### config.mk
export PLATFORM = sky130hd
export DESIGN_NAME = lidar_polar_to_cartesian_unit
export DESIGN_NICKNAME = d
export VERILOG_FILES = /design/src/hdl/lpc_pkg.sv /design/src/hdl/lpc_front.sv /design/src/hdl/lpc_queue.sv /design/src/hdl/lpc_back.sv /design/src/hdl/lidar_polar_to_cartesian_unit.sv
export SDC_FILE = /design/constraint.sdc
export NUM_CORES = 2
export LEC_CHECK = 0
export BUFFER_PORTS_ARGS = -buffer_cell sky130_fd_sc_hd__buf_2
export CORE_MARGIN = 4
export CORE_UTILIZATION = 40
export CTS_CLUSTER_DIAMETER = 150
export DETAILED_ROUTE_END_ITERATION = 12
export PLACE_DENSITY_LB_ADDON = 0.12
export SYNTH_ARGS = -nofsm -noshare
export SYNTH_HDL_FRONTEND = slang
export SYNTH_SLANG_ARGS = --single-unit
### constraint.sdc
create_clock -name clk -period 19.15 [get_ports clk]
set_input_delay 3.83 -clock clk [delete_from_list [all_inputs] [get_ports clk]]
set_output_delay 3.83 -clock clk [all_outputs]
set_load 0.02 [all_outputs]
### src/hdl/lpc_pkg.sv
// lpc_pkg: shared types, constants and the arctangent table of the lidar
// polar-to-cartesian unit. No dependencies; used by every module in hdl/.
package lpc_pkg;

	// frame and window limits
	localparam logic [12:0] MAX_SAMPLES = 13'd4096;
	localparam logic [12:0] MAX_POINTS  = 13'd4096;

	// angles in 1/65536 degree
	localparam int ZW = 26;
	localparam logic signed [ZW-1:0] DEG90     = 26'sd5898240;
	localparam logic signed [ZW-1:0] NEG_DEG90 = -26'sd5898240;
	localparam logic signed [ZW-1:0] DEG180    = 26'sd11796480;
	localparam logic signed [ZW-1:0] DEG360    = 26'sd23592960;

	// angle accumulator and restoring reduction modulo 360 degrees
	localparam int ACC_W     = 38;
	localparam int RED_STEPS = 13;
	localparam int RED_W     = 4;
	localparam logic [ACC_W-1:0] DEG360_ACC = 38'd23592960;

	// cordic datapath
	localparam int CORDIC_STAGES = 16;
	localparam int STAGE_W       = 5;
	localparam int XW            = 36;
	localparam int GPROD_W       = 47;
	localparam logic [29:0] GAIN_Q30 = 30'd652032875;
	localparam logic signed [XW-1:0] ROUND_HALF  = 36'sd32768;
	localparam logic signed [XW-1:0] COORD_LIMIT = 36'sd131070;

	// mid queue
	localparam int QDEPTH = 4;
	localparam int QPTR_W = 2;

	typedef enum logic [2:0] {
		REG_WINDOW_START  = 3'd0,
		REG_WINDOW_COUNT  = 3'd1,
		REG_START_ANGLE   = 3'd2,
		REG_ANGLE_STEP    = 3'd3,
		REG_RANGE_LOW     = 3'd4,
		REG_RANGE_HIGH    = 3'd5,
		REG_REVERSE_ORDER = 3'd6
	} lpc_reg_t;

	typedef struct packed {
		logic [11:0]        window_start;
		logic [12:0]        window_count;
		logic signed [24:0] start_angle;
		logic [24:0]        angle_step;
		logic [15:0]        range_low;
		logic [15:0]        range_high;
		logic               reverse_order;
	} lpc_cfg_t;

	// one classified point waiting for the rotation engine
	typedef struct packed {
		logic [15:0] raw;
		logic [15:0] inten;
		logic [11:0] p;
		logic [11:0] slot;
		logic        gate;
		logic        last;
	} lpc_item_t;

	// round(atan(2^-i) degrees * 65536)
	function automatic logic signed [ZW-1:0] atan_lut(input logic [STAGE_W-1:0] i);
		logic signed [ZW-1:0] v;
		case (i)
			5'd0:  v = 26'sd2949120;
			5'd1:  v = 26'sd1740967;
			5'd2:  v = 26'sd919879;
			5'd3:  v = 26'sd466945;
			5'd4:  v = 26'sd234379;
			5'd5:  v = 26'sd117304;
			5'd6:  v = 26'sd58666;
			5'd7:  v = 26'sd29335;
			5'd8:  v = 26'sd14668;
			5'd9:  v = 26'sd7334;
			5'd10: v = 26'sd3667;
			5'd11: v = 26'sd1833;
			5'd12: v = 26'sd917;
			5'd13: v = 26'sd458;
			5'd14: v = 26'sd229;
			5'd15: v = 26'sd115;
			5'd16: v = 26'sd57;
			5'd17: v = 26'sd29;
			5'd18: v = 26'sd14;
			5'd19: v = 26'sd7;
			5'd20: v = 26'sd4;
			5'd21: v = 26'sd2;
			5'd22: v = 26'sd1;
			default: v = 26'sd0;
		endcase
		return v;
	endfunction

endpackage

### src/hdl/lpc_front.sv
// lpc_front: sample counter and window / range classification.
// Depends on lpc_pkg; feeds lpc_queue with points that lie inside the window.
module lpc_front (
	input  logic              clk,
	input  logic              arst_n,
	input  logic              push,
	input  logic [15:0]       raw_range,
	input  logic [15:0]       raw_intensity,
	input  logic              frame_start,
	input  lpc_pkg::lpc_cfg_t cfg,
	input  logic              q_full,
	output logic              q_push,
	output lpc_pkg::lpc_item_t q_item
);

	logic [12:0] cnt_q;
	logic [12:0] idx;
	logic [12:0] count;
	logic [12:0] ws;
	logic [12:0] p13;
	logic [12:0] slot13;
	logic        over;
	logic        in_win;
	logic        accept;

	assign accept = push && !q_full;
	assign idx    = frame_start ? 13'd0 : cnt_q;
	assign over   = idx >= lpc_pkg::MAX_SAMPLES;
	assign count  = (cfg.window_count > lpc_pkg::MAX_POINTS) ? lpc_pkg::MAX_POINTS
	                                                         : cfg.window_count;
	assign ws     = {1'b0, cfg.window_start};
	assign p13    = idx - ws;
	assign in_win = !over && (idx >= ws) && (p13 < count);
	assign slot13 = cfg.reverse_order ? (count - 13'd1 - p13) : p13;

	assign q_push       = accept && in_win;
	assign q_item.raw   = raw_range;
	assign q_item.inten = raw_intensity;
	assign q_item.p     = p13[11:0];
	assign q_item.slot  = slot13[11:0];
	assign q_item.gate  = (raw_range >= cfg.range_low) && (raw_range <= cfg.range_high);
	assign q_item.last  = p13 == (count - 13'd1);

	// counter saturates at the frame limit until the next frame start
	always_ff @(posedge clk or negedge arst_n) begin
		if (!arst_n) begin
			cnt_q <= 13'd0;
		end else if (accept) begin
			cnt_q <= over ? lpc_pkg::MAX_SAMPLES : idx + 13'd1;
		end
	end

endmodule

### src/hdl/lpc_queue.sv
// lpc_queue: short fifo of classified points between front and back.
// Depends on lpc_pkg for the item type and depth.
module lpc_queue (
	input  logic               clk,
	input  logic               arst_n,
	input  logic               push,
	input  lpc_pkg::lpc_item_t push_data,
	output logic               full,
	input  logic               pop,
	output lpc_pkg::lpc_item_t pop_data,
	output logic               empty
);

	lpc_pkg::lpc_item_t        mem_q [lpc_pkg::QDEPTH];
	logic [lpc_pkg::QPTR_W-1:0] wr_ptr_q;
	logic [lpc_pkg::QPTR_W-1:0] rd_ptr_q;
	logic [lpc_pkg::QPTR_W:0]   cnt_q;
	logic                       do_wr;
	logic                       do_rd;

	assign full     = cnt_q == (lpc_pkg::QPTR_W+1)'(lpc_pkg::QDEPTH);
	assign empty    = cnt_q == '0;
	assign do_wr    = push && !full;
	assign do_rd    = pop && !empty;
	assign pop_data = mem_q[rd_ptr_q];

	always_ff @(posedge clk) begin
		if (do_wr) begin
			mem_q[wr_ptr_q] <= push_data;
		end
	end

	always_ff @(posedge clk or negedge arst_n) begin
		if (!arst_n) begin
			wr_ptr_q <= '0;
			rd_ptr_q <= '0;
			cnt_q    <= '0;
		end else begin
			if (do_wr) begin
				wr_ptr_q <= wr_ptr_q + 1'b1;
			end
			if (do_rd) begin
				rd_ptr_q <= rd_ptr_q + 1'b1;
			end
			if (do_wr && !do_rd) begin
				cnt_q <= cnt_q + 1'b1;
			end else if (do_rd && !do_wr) begin
				cnt_q <= cnt_q - 1'b1;
			end
		end
	end

endmodule

### src/hdl/lpc_back.sv
// lpc_back: angle formation, reduction modulo 360 degrees, iterative cordic
// rotation and the result register. Depends on lpc_pkg.
module lpc_back (
	input  logic               clk,
	input  logic               arst_n,
	input  lpc_pkg::lpc_cfg_t  cfg,
	input  logic               q_empty,
	input  lpc_pkg::lpc_item_t q_item,
	output logic               q_pop,
	output logic               empty,
	input  logic               pop,
	output logic signed [17:0] x_mm,
	output logic signed [17:0] y_mm,
	output logic [15:0]        point_intensity,
	output logic [11:0]        point_index,
	output logic               in_range,
	output logic               last_point
);

	typedef enum logic [5:0] {
		ST_IDLE = 6'b000001,
		ST_MUL  = 6'b000010,
		ST_RED  = 6'b000100,
		ST_FOLD = 6'b001000,
		ST_ROT  = 6'b010000,
		ST_OUT  = 6'b100000
	} back_state_t;

	back_state_t                      state_q;
	lpc_pkg::lpc_item_t               item_q;
	logic [lpc_pkg::ACC_W-1:0]        acc_q;
	logic [lpc_pkg::GPROD_W-1:0]      gprod_q;
	logic [lpc_pkg::RED_W-1:0]        k_q;
	logic [lpc_pkg::STAGE_W-1:0]      i_q;
	logic signed [lpc_pkg::XW-1:0]    x_q;
	logic signed [lpc_pkg::XW-1:0]    y_q;
	logic signed [lpc_pkg::ZW-1:0]    z_q;
	logic                             flip_q;
	logic                             out_valid_q;
	logic signed [17:0]               x_out_q;
	logic signed [17:0]               y_out_q;
	logic [15:0]                      inten_out_q;
	logic [11:0]                      index_out_q;
	logic                             gate_out_q;
	logic                             last_out_q;

	// angle setup
	logic signed [lpc_pkg::ZW-1:0]    start_ext;
	logic signed [lpc_pkg::ZW-1:0]    start_adj;
	logic [36:0]                      step_prod;
	logic [lpc_pkg::GPROD_W-1:0]      gain_prod;
	logic [lpc_pkg::ACC_W-1:0]        mod_step;
	// fold
	logic signed [lpc_pkg::ZW-1:0]    a_raw;
	logic signed [lpc_pkg::ZW-1:0]    a_wrap;
	logic signed [lpc_pkg::ZW-1:0]    z_init;
	logic                             flip_init;
	logic [lpc_pkg::GPROD_W-1:0]      gprod_rnd;
	// rotation
	logic signed [lpc_pkg::XW-1:0]    dx;
	logic signed [lpc_pkg::XW-1:0]    dy;
	logic signed [lpc_pkg::ZW-1:0]    atan_i;
	// output rounding
	logic signed [lpc_pkg::XW-1:0]    xr;
	logic signed [lpc_pkg::XW-1:0]    yr;
	logic signed [lpc_pkg::XW-1:0]    xn;
	logic signed [lpc_pkg::XW-1:0]    yn;
	logic signed [lpc_pkg::XW-1:0]    xc;
	logic signed [lpc_pkg::XW-1:0]    yc;
	logic                             load_out;

	assign start_ext = {cfg.start_angle[24], cfg.start_angle};
	assign start_adj = start_ext[lpc_pkg::ZW-1] ? start_ext + lpc_pkg::DEG360 : start_ext;
	assign step_prod = 37'(cfg.angle_step) * 37'(item_q.p);
	assign gain_prod = lpc_pkg::GPROD_W'({item_q.raw, 1'b0}) *
	                   lpc_pkg::GPROD_W'(lpc_pkg::GAIN_Q30);
	assign mod_step  = lpc_pkg::DEG360_ACC << k_q;

	always_comb begin
		a_raw  = $signed(acc_q[lpc_pkg::ZW-1:0]);
		a_wrap = (a_raw >= lpc_pkg::DEG180) ? a_raw - lpc_pkg::DEG360 : a_raw;
		if (a_wrap > lpc_pkg::DEG90) begin
			z_init    = a_wrap - lpc_pkg::DEG180;
			flip_init = 1'b1;
		end else if (a_wrap < lpc_pkg::NEG_DEG90) begin
			z_init    = a_wrap + lpc_pkg::DEG180;
			flip_init = 1'b1;
		end else begin
			z_init    = a_wrap;
			flip_init = 1'b0;
		end
	end

	assign gprod_rnd = gprod_q + lpc_pkg::GPROD_W'(8192);
	assign dx        = y_q >>> i_q;
	assign dy        = x_q >>> i_q;
	assign atan_i    = lpc_pkg::atan_lut(i_q);

	always_comb begin
		xr = (x_q + lpc_pkg::ROUND_HALF) >>> 16;
		yr = (y_q + lpc_pkg::ROUND_HALF) >>> 16;
		xn = flip_q ? -xr : xr;
		yn = flip_q ? -yr : yr;
		if (xn > lpc_pkg::COORD_LIMIT) begin
			xc = lpc_pkg::COORD_LIMIT;
		end else if (xn < -lpc_pkg::COORD_LIMIT) begin
			xc = -lpc_pkg::COORD_LIMIT;
		end else begin
			xc = xn;
		end
		if (yn > lpc_pkg::COORD_LIMIT) begin
			yc = lpc_pkg::COORD_LIMIT;
		end else if (yn < -lpc_pkg::COORD_LIMIT) begin
			yc = -lpc_pkg::COORD_LIMIT;
		end else begin
			yc = yn;
		end
	end

	assign q_pop    = (state_q == ST_IDLE) && !q_empty;
	assign load_out = (state_q == ST_OUT) && (!out_valid_q || pop);

	always_ff @(posedge clk or negedge arst_n) begin
		if (!arst_n) begin
			state_q <= ST_IDLE;
			k_q     <= '0;
			i_q     <= '0;
		end else begin
			case (state_q)
				ST_IDLE: begin
					if (!q_empty) begin
						state_q <= q_item.gate ? ST_MUL : ST_OUT;
					end
				end
				ST_MUL: begin
					k_q     <= lpc_pkg::RED_W'(lpc_pkg::RED_STEPS - 1);
					state_q <= ST_RED;
				end
				ST_RED: begin
					if (k_q == '0) begin
						state_q <= ST_FOLD;
					end else begin
						k_q <= k_q - 1'b1;
					end
				end
				ST_FOLD: begin
					i_q     <= '0;
					state_q <= ST_ROT;
				end
				ST_ROT: begin
					if (i_q == lpc_pkg::STAGE_W'(lpc_pkg::CORDIC_STAGES - 1)) begin
						state_q <= ST_OUT;
					end else begin
						i_q <= i_q + 1'b1;
					end
				end
				ST_OUT: begin
					if (load_out) begin
						state_q <= ST_IDLE;
					end
				end
				default: begin
					state_q <= ST_IDLE;
				end
			endcase
		end
	end

	// datapath registers
	always_ff @(posedge clk) begin
		if (q_pop) begin
			item_q <= q_item;
		end
		case (state_q)
			ST_MUL: begin
				acc_q   <= lpc_pkg::ACC_W'(step_prod) +
				           lpc_pkg::ACC_W'($unsigned(start_adj));
				gprod_q <= gain_prod;
			end
			ST_RED: begin
				// restoring step, remainder stays below 360 degrees shifted by k
				if (acc_q >= mod_step) begin
					acc_q <= acc_q - mod_step;
				end
			end
			ST_FOLD: begin
				x_q    <= $signed(lpc_pkg::XW'(gprod_rnd >> 14));
				y_q    <= '0;
				z_q    <= z_init;
				flip_q <= flip_init;
			end
			ST_ROT: begin
				if (z_q >= 0) begin
					x_q <= x_q - dx;
					y_q <= y_q + dy;
					z_q <= z_q - atan_i;
				end else begin
					x_q <= x_q + dx;
					y_q <= y_q - dy;
					z_q <= z_q + atan_i;
				end
			end
			default: begin
			end
		endcase
		if (load_out) begin
			x_out_q     <= item_q.gate ? xc[17:0] : 18'sd0;
			y_out_q     <= item_q.gate ? yc[17:0] : 18'sd0;
			inten_out_q <= item_q.gate ? item_q.inten : 16'd0;
			index_out_q <= item_q.slot;
			gate_out_q  <= item_q.gate;
			last_out_q  <= item_q.last;
		end
	end

	always_ff @(posedge clk or negedge arst_n) begin
		if (!arst_n) begin
			out_valid_q <= 1'b0;
		end else if (load_out) begin
			out_valid_q <= 1'b1;
		end else if (pop) begin
			out_valid_q <= 1'b0;
		end
	end

	assign empty           = !out_valid_q;
	assign x_mm            = x_out_q;
	assign y_mm            = y_out_q;
	assign point_intensity = inten_out_q;
	assign point_index     = index_out_q;
	assign in_range        = gate_out_q;
	assign last_point      = last_out_q;

endmodule

### src/hdl/lidar_polar_to_cartesian_unit.sv
// lidar_polar_to_cartesian_unit: top level with configuration registers,
// front classifier, mid queue and cordic back end. Depends on lpc_pkg,
// lpc_front, lpc_queue and lpc_back.
//
//  channel   direction  handshake              payload
//  samples   in         push / full            raw_range, raw_intensity, frame_start
//  points    out        pop / empty            x_mm, y_mm, point_intensity,
//                                              point_index, in_range, last_point
//  config    in/out     psel, penable, pwrite  paddr, pwdata, prdata, pready
//
// samples are taken one per cycle while the four-entry mid queue has room;
// samples outside the window leave no trace past the counter.
// an in-range point passes the back end as dequeue, multiply, 13 restoring steps
// reducing the angle modulo 360 degrees, fold, 16 cordic iterations and output
// load; a gated-out point goes from the dequeue straight to the output load.
// reset clears the counter, queue pointers, engine state and result valid.
// a held result stalls only the back end; the front stops once the queue is full.
module lidar_polar_to_cartesian_unit (
	input  logic               clk,
	input  logic               arst_n,
	input  logic               push,
	output logic               full,
	input  logic [15:0]        raw_range,
	input  logic [15:0]        raw_intensity,
	input  logic               frame_start,
	output logic               empty,
	input  logic               pop,
	output logic signed [17:0] x_mm,
	output logic signed [17:0] y_mm,
	output logic [15:0]        point_intensity,
	output logic [11:0]        point_index,
	output logic               in_range,
	output logic               last_point,
	input  logic               psel,
	input  logic               penable,
	input  logic               pwrite,
	input  logic [4:0]         paddr,
	input  logic [31:0]        pwdata,
	output logic [31:0]        prdata,
	output logic               pready
);

	lpc_pkg::lpc_cfg_t  cfg_q;
	lpc_pkg::lpc_reg_t  reg_sel;
	lpc_pkg::lpc_item_t f_item;
	lpc_pkg::lpc_item_t q_head;
	logic               q_push;
	logic               q_full;
	logic               q_pop;
	logic               q_empty;
	logic               cfg_wr;

	assign pready  = 1'b1;
	assign reg_sel = lpc_pkg::lpc_reg_t'(paddr[4:2]);
	assign cfg_wr  = psel && penable && pwrite && pready;

	always_ff @(posedge clk or negedge arst_n) begin
		if (!arst_n) begin
			cfg_q.window_start  <= 12'd0;
			cfg_q.window_count  <= 13'd4096;
			cfg_q.start_angle   <= -25'sd8847360;
			cfg_q.angle_step    <= 25'd4320;
			cfg_q.range_low     <= 16'd25;
			cfg_q.range_high    <= 16'd15000;
			cfg_q.reverse_order <= 1'b0;
		end else if (cfg_wr) begin
			case (reg_sel)
				lpc_pkg::REG_WINDOW_START:  cfg_q.window_start  <= pwdata[11:0];
				lpc_pkg::REG_WINDOW_COUNT:  cfg_q.window_count  <= pwdata[12:0];
				lpc_pkg::REG_START_ANGLE:   cfg_q.start_angle   <= $signed(pwdata[24:0]);
				lpc_pkg::REG_ANGLE_STEP:    cfg_q.angle_step    <= pwdata[24:0];
				lpc_pkg::REG_RANGE_LOW:     cfg_q.range_low     <= pwdata[15:0];
				lpc_pkg::REG_RANGE_HIGH:    cfg_q.range_high    <= pwdata[15:0];
				lpc_pkg::REG_REVERSE_ORDER: cfg_q.reverse_order <= pwdata[0];
				default: begin
				end
			endcase
		end
	end

	always_comb begin
		case (reg_sel)
			lpc_pkg::REG_WINDOW_START:  prdata = {20'd0, cfg_q.window_start};
			lpc_pkg::REG_WINDOW_COUNT:  prdata = {19'd0, cfg_q.window_count};
			lpc_pkg::REG_START_ANGLE:   prdata = {7'd0, cfg_q.start_angle};
			lpc_pkg::REG_ANGLE_STEP:    prdata = {7'd0, cfg_q.angle_step};
			lpc_pkg::REG_RANGE_LOW:     prdata = {16'd0, cfg_q.range_low};
			lpc_pkg::REG_RANGE_HIGH:    prdata = {16'd0, cfg_q.range_high};
			lpc_pkg::REG_REVERSE_ORDER: prdata = {31'd0, cfg_q.reverse_order};
			default:                    prdata = 32'd0;
		endcase
	end

	assign full = q_full;

	lpc_front u_front (
		.clk           (clk),
		.arst_n        (arst_n),
		.push          (push),
		.raw_range     (raw_range),
		.raw_intensity (raw_intensity),
		.frame_start   (frame_start),
		.cfg           (cfg_q),
		.q_full        (q_full),
		.q_push        (q_push),
		.q_item        (f_item)
	);

	lpc_queue u_queue (
		.clk       (clk),
		.arst_n    (arst_n),
		.push      (q_push),
		.push_data (f_item),
		.full      (q_full),
		.pop       (q_pop),
		.pop_data  (q_head),
		.empty     (q_empty)
	);

	lpc_back u_back (
		.clk             (clk),
		.arst_n          (arst_n),
		.cfg             (cfg_q),
		.q_empty         (q_empty),
		.q_item          (q_head),
		.q_pop           (q_pop),
		.empty           (empty),
		.pop             (pop),
		.x_mm            (x_mm),
		.y_mm            (y_mm),
		.point_intensity (point_intensity),
		.point_index     (point_index),
		.in_range        (in_range),
		.last_point      (last_point)
	);

	// a point handed to the queue must be visible there on the next cycle
	a_queue_holds: assert property (@(posedge clk) disable iff (!arst_n)
		q_push |=> !q_empty)
		else $error("point lost between front and queue");

	// gated-out points carry no coordinates and no intensity
	a_gate_zero: assert property (@(posedge clk) disable iff (!arst_n)
		(!empty && !in_range) |-> (x_mm == 18'sd0 && y_mm == 18'sd0 &&
		point_intensity == 16'd0))
		else $error("gated-out point carries data");

	// coordinates stay inside the clamp limits
	a_clamp: assert property (@(posedge clk) disable iff (!arst_n)
		!empty |-> (x_mm <= 18'sd131070 && x_mm >= -18'sd131070 &&
		y_mm <= 18'sd131070 && y_mm >= -18'sd131070))
		else $error("coordinate beyond clamp limit");

endmodule
### Word level (Yosys, flattened, before mapping)

Memory sizes are Yosys's and may differ from the RTL's.
Cells that the tools add are included.

* register bits after elaboration: 451
* RAM bits: 232
* bits in read-only memories: 704
* bits of input ports: 77
* output and inout port bits: 101
* logic and storage cells: 191
* memories kept: 2

* add/sub/neg operators: 27
* multipliers: 2
* order comparisons: 15
* equal/unequal tests: 22
* shift operators: 3
* muxes and demuxes: 40
* bitwise gates (word level): 1
* reduce and logical (&&, ||, !) cells: 42

Memory list
* (no name shown): words 32, bits a word 22, read ports 1, clocked after Yosys merged registers in 0, wr ports 0, RTL line lpc_pkg.sv:68 `case (i)`
* u_queue.mem_q: words 4, bits a word 58, read ports 1, clocked after Yosys merged registers in 0, wr ports 1, RTL line lpc_queue.sv:14 `lpc_pkg::lpc_item_t mem_q [lpc_pkg::QDEPTH];`

Operators by type and width (count)
* $pmux W25 S7: 1
* $mux W36: 4
* $pmux W36 S2: 2
* $mux W26: 5
* $pmux W38 S2: 1
* $add A36 B17 Y36 const B: 2
* $add A36 B36 Y36: 2
* $gt A36 B18 Y1 const B: 2
* $lt A36 B18 Y1 const B: 2
* $neg A20 Y36: 2
* $sshr A36 B5 Y36: 2
* $sub A36 B36 Y36: 2
* $pmux W26 S2: 1
* $add A47 B14 Y47 const B: 1
* $mul A16 B30 Y46 const B: 1
* $mux W13: 3
* $add A37 B26 Y38: 1
* $ge A38 B38 Y1: 1
* $mux W38: 1
* $shl A25 B4 Y38 const A: 1
* $sub A38 B38 Y38: 1
* $mul A25 B12 Y37: 1
* $mux W18: 2
* $pmux W6 S6: 1
* 58 further kinds: 110

### Depth between registers and ports, before layout

* word-level depth: 11
* gate-level depth with buffers: 32
* mapped depth without buffers: 26

### Hierarchy

From an unflattened synthesis, not the netlist that was laid out.

* cells, all modules: 6074
* area, all modules: 62877.8 um^2

Modules (own cells, without submodules)
* lpc_back: instances 1, cells each 4854, area each 45050.7 um^2, sequential area each 9260.1 um^2
* lpc_queue: instances 1, cells each 340, area each 8869.8 um^2, sequential area each 7141.8 um^2
* lidar_polar_to_cartesian_unit: instances 1, cells each 361, area each 5084.9 um^2, sequential area each 2728.9 um^2
* lpc_front: instances 1, cells each 519, area each 3872.5 um^2, sequential area each 325.3 um^2

### Worst setup path after synthesis

No wires, ideal clock.

* path kind: input to register
* from: input port frame_start
* to: memory u_queue.mem_q[0][0] (netlist name) (enable)
* library setup time: 0.422 ns
* arrival: 9.386 ns
* data required time: 18.728 ns
* setup slack: 9.342 ns
* stages on the path: 18
* path buffers: 2
* cells stage by stage: clkbuf_1 -> clkbuf_1 -> nor2_1 -> ha_1 -> nor2b_1 -> o21ai_0 -> a21boi_0 -> o21ai_0 -> a21oi_1 -> o21ai_0 -> a21oi_1 -> o41a_1 -> xor2_1 -> ha_1 -> o21ai_0 -> a21oi_1 -> a2111oi_0 -> and2_1

RTL lines
* start: declaration: RTL line lidar_polar_to_cartesian_unit.sv:25 `input logic frame_start,`
* end: declaration: RTL line lpc_queue.sv:14

### Worst setup path in the final report

* from: input port paddr[2]
* to: output port prdata[2]

* word-level cells in the longest chain between the ends: 2
* elaborated cells on any way between the ends: 8
* those cells by class: eq/ne: 6; mux: 1; reduce/logical: 1

RTL lines
* start: declaration: RTL line lidar_polar_to_cartesian_unit.sv:37 `input logic [4:0] paddr,`
* $eq A3 B3 Y1, or another cell as far along: RTL line lidar_polar_to_cartesian_unit.sv:82 `case (reg_sel)`
* $pmux W25 S7 (*): RTL line lidar_polar_to_cartesian_unit.sv:82
* end: declaration: RTL line lidar_polar_to_cartesian_unit.sv:39 `output logic [31:0] prdata,`

Mark *: on every way between the ends. The rest lies on a longest branch, timed or not.

==> results.py <==
metrics = {
    "outcome": {
        "status": "complete, no violations",
    },
    "die": {
        "dieArea_sq_um": 162800,
        "io_pins": 178,
        "start_util_pct": 40.41,
        "die_height_microns": 403.4,
        "core_area_sq_um": 154800,
        "die_width_microns": 403.4,
        "row_count": 144,
    },
    "final_layout": {
        "drive_gt1_share_pct": 10.89,
        "fin_nets": 7169,
        "final_cell_mix": "inv_1, nand2_1, edfxtp_1",
        "syn_to_final_growth_pct": 8.672,
        "final_common_cell": "inv_1",
        "fin_util_pct": 43.92,
        "fillerInstances": 14840,
        "fin_area_sq_um": 67970,
    },
    "grt": {
        "antenna_found_initial": 10,
        "grtUsageTotal_pct": 20.95,
        "grt_max_degree": 92,
        "overflow": 0,
        "first_global_vias": 46200,
        "grt_pass1_wl_mm": 269.3,
    },
    "clock_tree": {
        "clockBufferDepth": 3,
        "cts_root_buf": "clkbuf_16",
        "holdBufCountCts": 0,
        "cts_tree": "yes",
        "clkTransAtPathRegs_ns": 0.06,
        "numCtsBuffers": 81,
        "cts_setup_buffers": 0,
        "post_cts_resized": 0,
        "cts.sinks": 671,
        "clock_latency_ns": 0.70,
        "cts-htree-levels": 3,
    },
    "synthesis": {
        "avgSynthCellArea_sq_um": 10.12,
        "synth_top_area_share_pct": 25.30,
        "yosys_warnings": 0,
        "ys_ff_latch": 671,
        "synthCells": 6178,
        "synthTopCellsByArea": "edfxtp_1, fa_1, ha_1, mux4_2, dfrtp_1",
        "synth_ff_type": "edfxtp_1",
        "yosysUniqueCellTypes": 91,
        "synth_edf_count": 527,
        "ys_seq_area_share_pct": 31.11,
        "post-synth-top-area-cell": "edfxtp_1",
        "syn-cell-area_sq_um": 62550,
        "async_flop_share_pct": 21.46,
    },
    "critical_path": {
        "reg2reg_from": "u_back.i_q[1]$_DFFE_PN0P_",
        "arrival_ns": 6.05,
        "critPathLaunchType": "primary input",
        "crit_fanout": 59,
        "r2r_cells": 23,
        "rr_endpoint": "u_back.y_q[33]$_SDFFCE_PN0P_",
        "cp.required_ns": 15.32,
        "r2r_slack_ns": 10.87,
        "critPathCaptureType": "output port",
        "worstSetupPathType": "in -> out",
    },
    "placement": {
        "gp_congestion": 0.9458,
        "place_area_sq_um": 65140,
        "dp_hpwl_mm": 129.1,
        "numPortBuffers": 160,
    },
    "detailed_routing": {
        "ant_nets": 0,
        "route.detailed.drc": 0,
        "drt_first_pass_iters": 6,
        "routedWlPerCell_microns": 20.44,
        "via_count": 45230,
        "first_iter_violations": 3050,
        "finalWirelength_mm": 169.4,
        "viasPerCell": 5.456,
    },
    "sta": {
        "finalCritPeriodShare_pct": 51.58,
        "final.min_clock_period_ns": 9.878,
        "rsz0062_at_grt": "false",
        "timing.fmax_ghz": 0.1012,
        "hold_viol_final": 0,
        "worstMarginPinSlew_ns": 1.238,
        "setup_viol": 0,
        "slew_viol_final": 0,
        "skew_ns": 0.04979,
        "slew-limit-headroom_pct": 17.15,
        "finalSetupTns_ns": 0,
    },
    "worst_hold_path": {
        "worstHoldPathType": "reg -> reg",
        "whs_path_depth": 0,
        "min-delay-start": "u_back.item_q[7]$_DFFE_PP_",
        "hold_end": "u_back.point_index[5]$_DFFE_PP_",
    },
    "flow_run": {
        "drv_cap": 0,
    },
}
-- how the worst max path moves through the flow --
| stage | startpoint | endpoint | slack [ns] | cells past startpoint |
|---|---|---|---|---|
| 6_report | paddr[2] | prdata[2] | 9.27 | 6 |
| 5_1_grt | paddr[4] | prdata[8] | 9.20 | 6 |
| 4_1_cts | paddr[2] | prdata[2] | 9.29 | 6 |
| 3_5_place_dp | frame_start | u_queue.mem_q[2][9]$_DFFE_PP_ | 9.27 | 22 |
| 3_3_place_gp | paddr[2] | prdata[2] | 9.30 | 6 |
| 2_1_floorplan | frame_start | u_queue.mem_q[0][0]$_DFFE_PP_ | 9.34 | 18 |
-- synthesized netlist by cell type (22+ instances only) --
master / instances
clkbuf_1: 233
or2_2: 29
a211oi_1: 37
o21bai_1: 34
xor2_1: 145
buf_1: 38
o21ai_0: 348
xnor2_1: 246
nor4_1: 29
nand3_1: 100
a22oi_1: 24
nor2_1: 295
o211ai_1: 23
nor3_1: 51
ha_1: 461
fa_1: 455
inv_1: 754
and2_1: 178
nand2b_1: 75
mux2_2: 106
nor2b_1: 60
dfstp_2: 22
nand4_1: 43
o21a_1: 42
mux4_2: 149
or3_1: 35
nand2_1: 639
a21o_1: 101
o31ai_1: 53
edfxtp_1: 527
and3_1: 46
mux2i_1: 88
a21oi_1: 233
dfrtp_1: 122
a31oi_1: 38
-- registers in the layout, indices dropped and copies added (netlist names), 5 cells and up --
register / flops
cfg_q: 108
u_back.i_q: 5
u_back.state_q: 6
u_back.point_intensity: 16
u_back.x_q: 36
u_back.acc_q: 38
u_back.gprod_q: 34
u_back.z_q: 26
u_back.point_index: 12
u_back.item_q: 58
u_front.cnt_q: 13
u_back.x_mm: 18
u_queue.mem_q: 232
u_back.y_q: 36
u_back.y_mm: 18
-- metrics by stage --
| step | hold WS, ns | setup slack (ns) | instances |
|---|---|---|---|
| after floorplan | 0.4003 | 9.342 | 6185 |
| after global placement | 0.4035 | 9.300 | 8137 |
| after detailed placement | 0.4056 | 9.266 | 8137 |
| after CTS | 0.4221 | 9.285 | 8288 |
| after global routing | 0.4214 | 9.196 | 8289 |
| final | 0.4209 | 9.272 | 8289 |
-- metal layers --
layer | global-route usage, % | wire length (microns) | part of all wire [%]
met5 | 0 | 0 | 0
met4 | 5.026 | 4209 | 2.5
met3 | 3.290 | 9167 | 5.4
met2 | 35.12 | 80580 | 48
met1 | 28.54 | 75490 | 45
-- worst max-delay path: stages --
cell and delay (ns):
buf_2 0.07, buf_4 0.56, nor2b_1 0.55, a22oi_1 0.17, o22ai_1 0.53, buf_2 0.28
-- cell type report --
cell class / instances / area, sq um / area share, %
Clock inverter: 53 / 679.4 / 0.9995
Multi-Input combinational cell: 4456 / 39100 / 57.52
Clock buffer: 98 / 2142 / 3.151
Timing Repair Buffer: 210 / 1182 / 1.739
Tap cell: 2044 / 2557 / 3.762
Inverter: 756 / 2838 / 4.175
Antenna cell: 1 / 2.502 / 0.003681
Sequential cell: 671 / 19470 / 28.65
-- cell families after synthesis --
kind of cell / count (synthesis) / share of synthesized area (%)
simple gates: 1673 / 13.00
other cells: 2 / 0.01201
xor+xnor: 391 / 5.475
buf+inv: 1058 / 6.501
compound gates: 1124 / 11.44
mux: 343 / 8.682
fa+ha+maj: 916 / 23.78
flops: 671 / 31.11
Power is left out: the tool's default activity adds up to more than one toggle a clock period on the data nets, which glitch-free logic cannot reach.
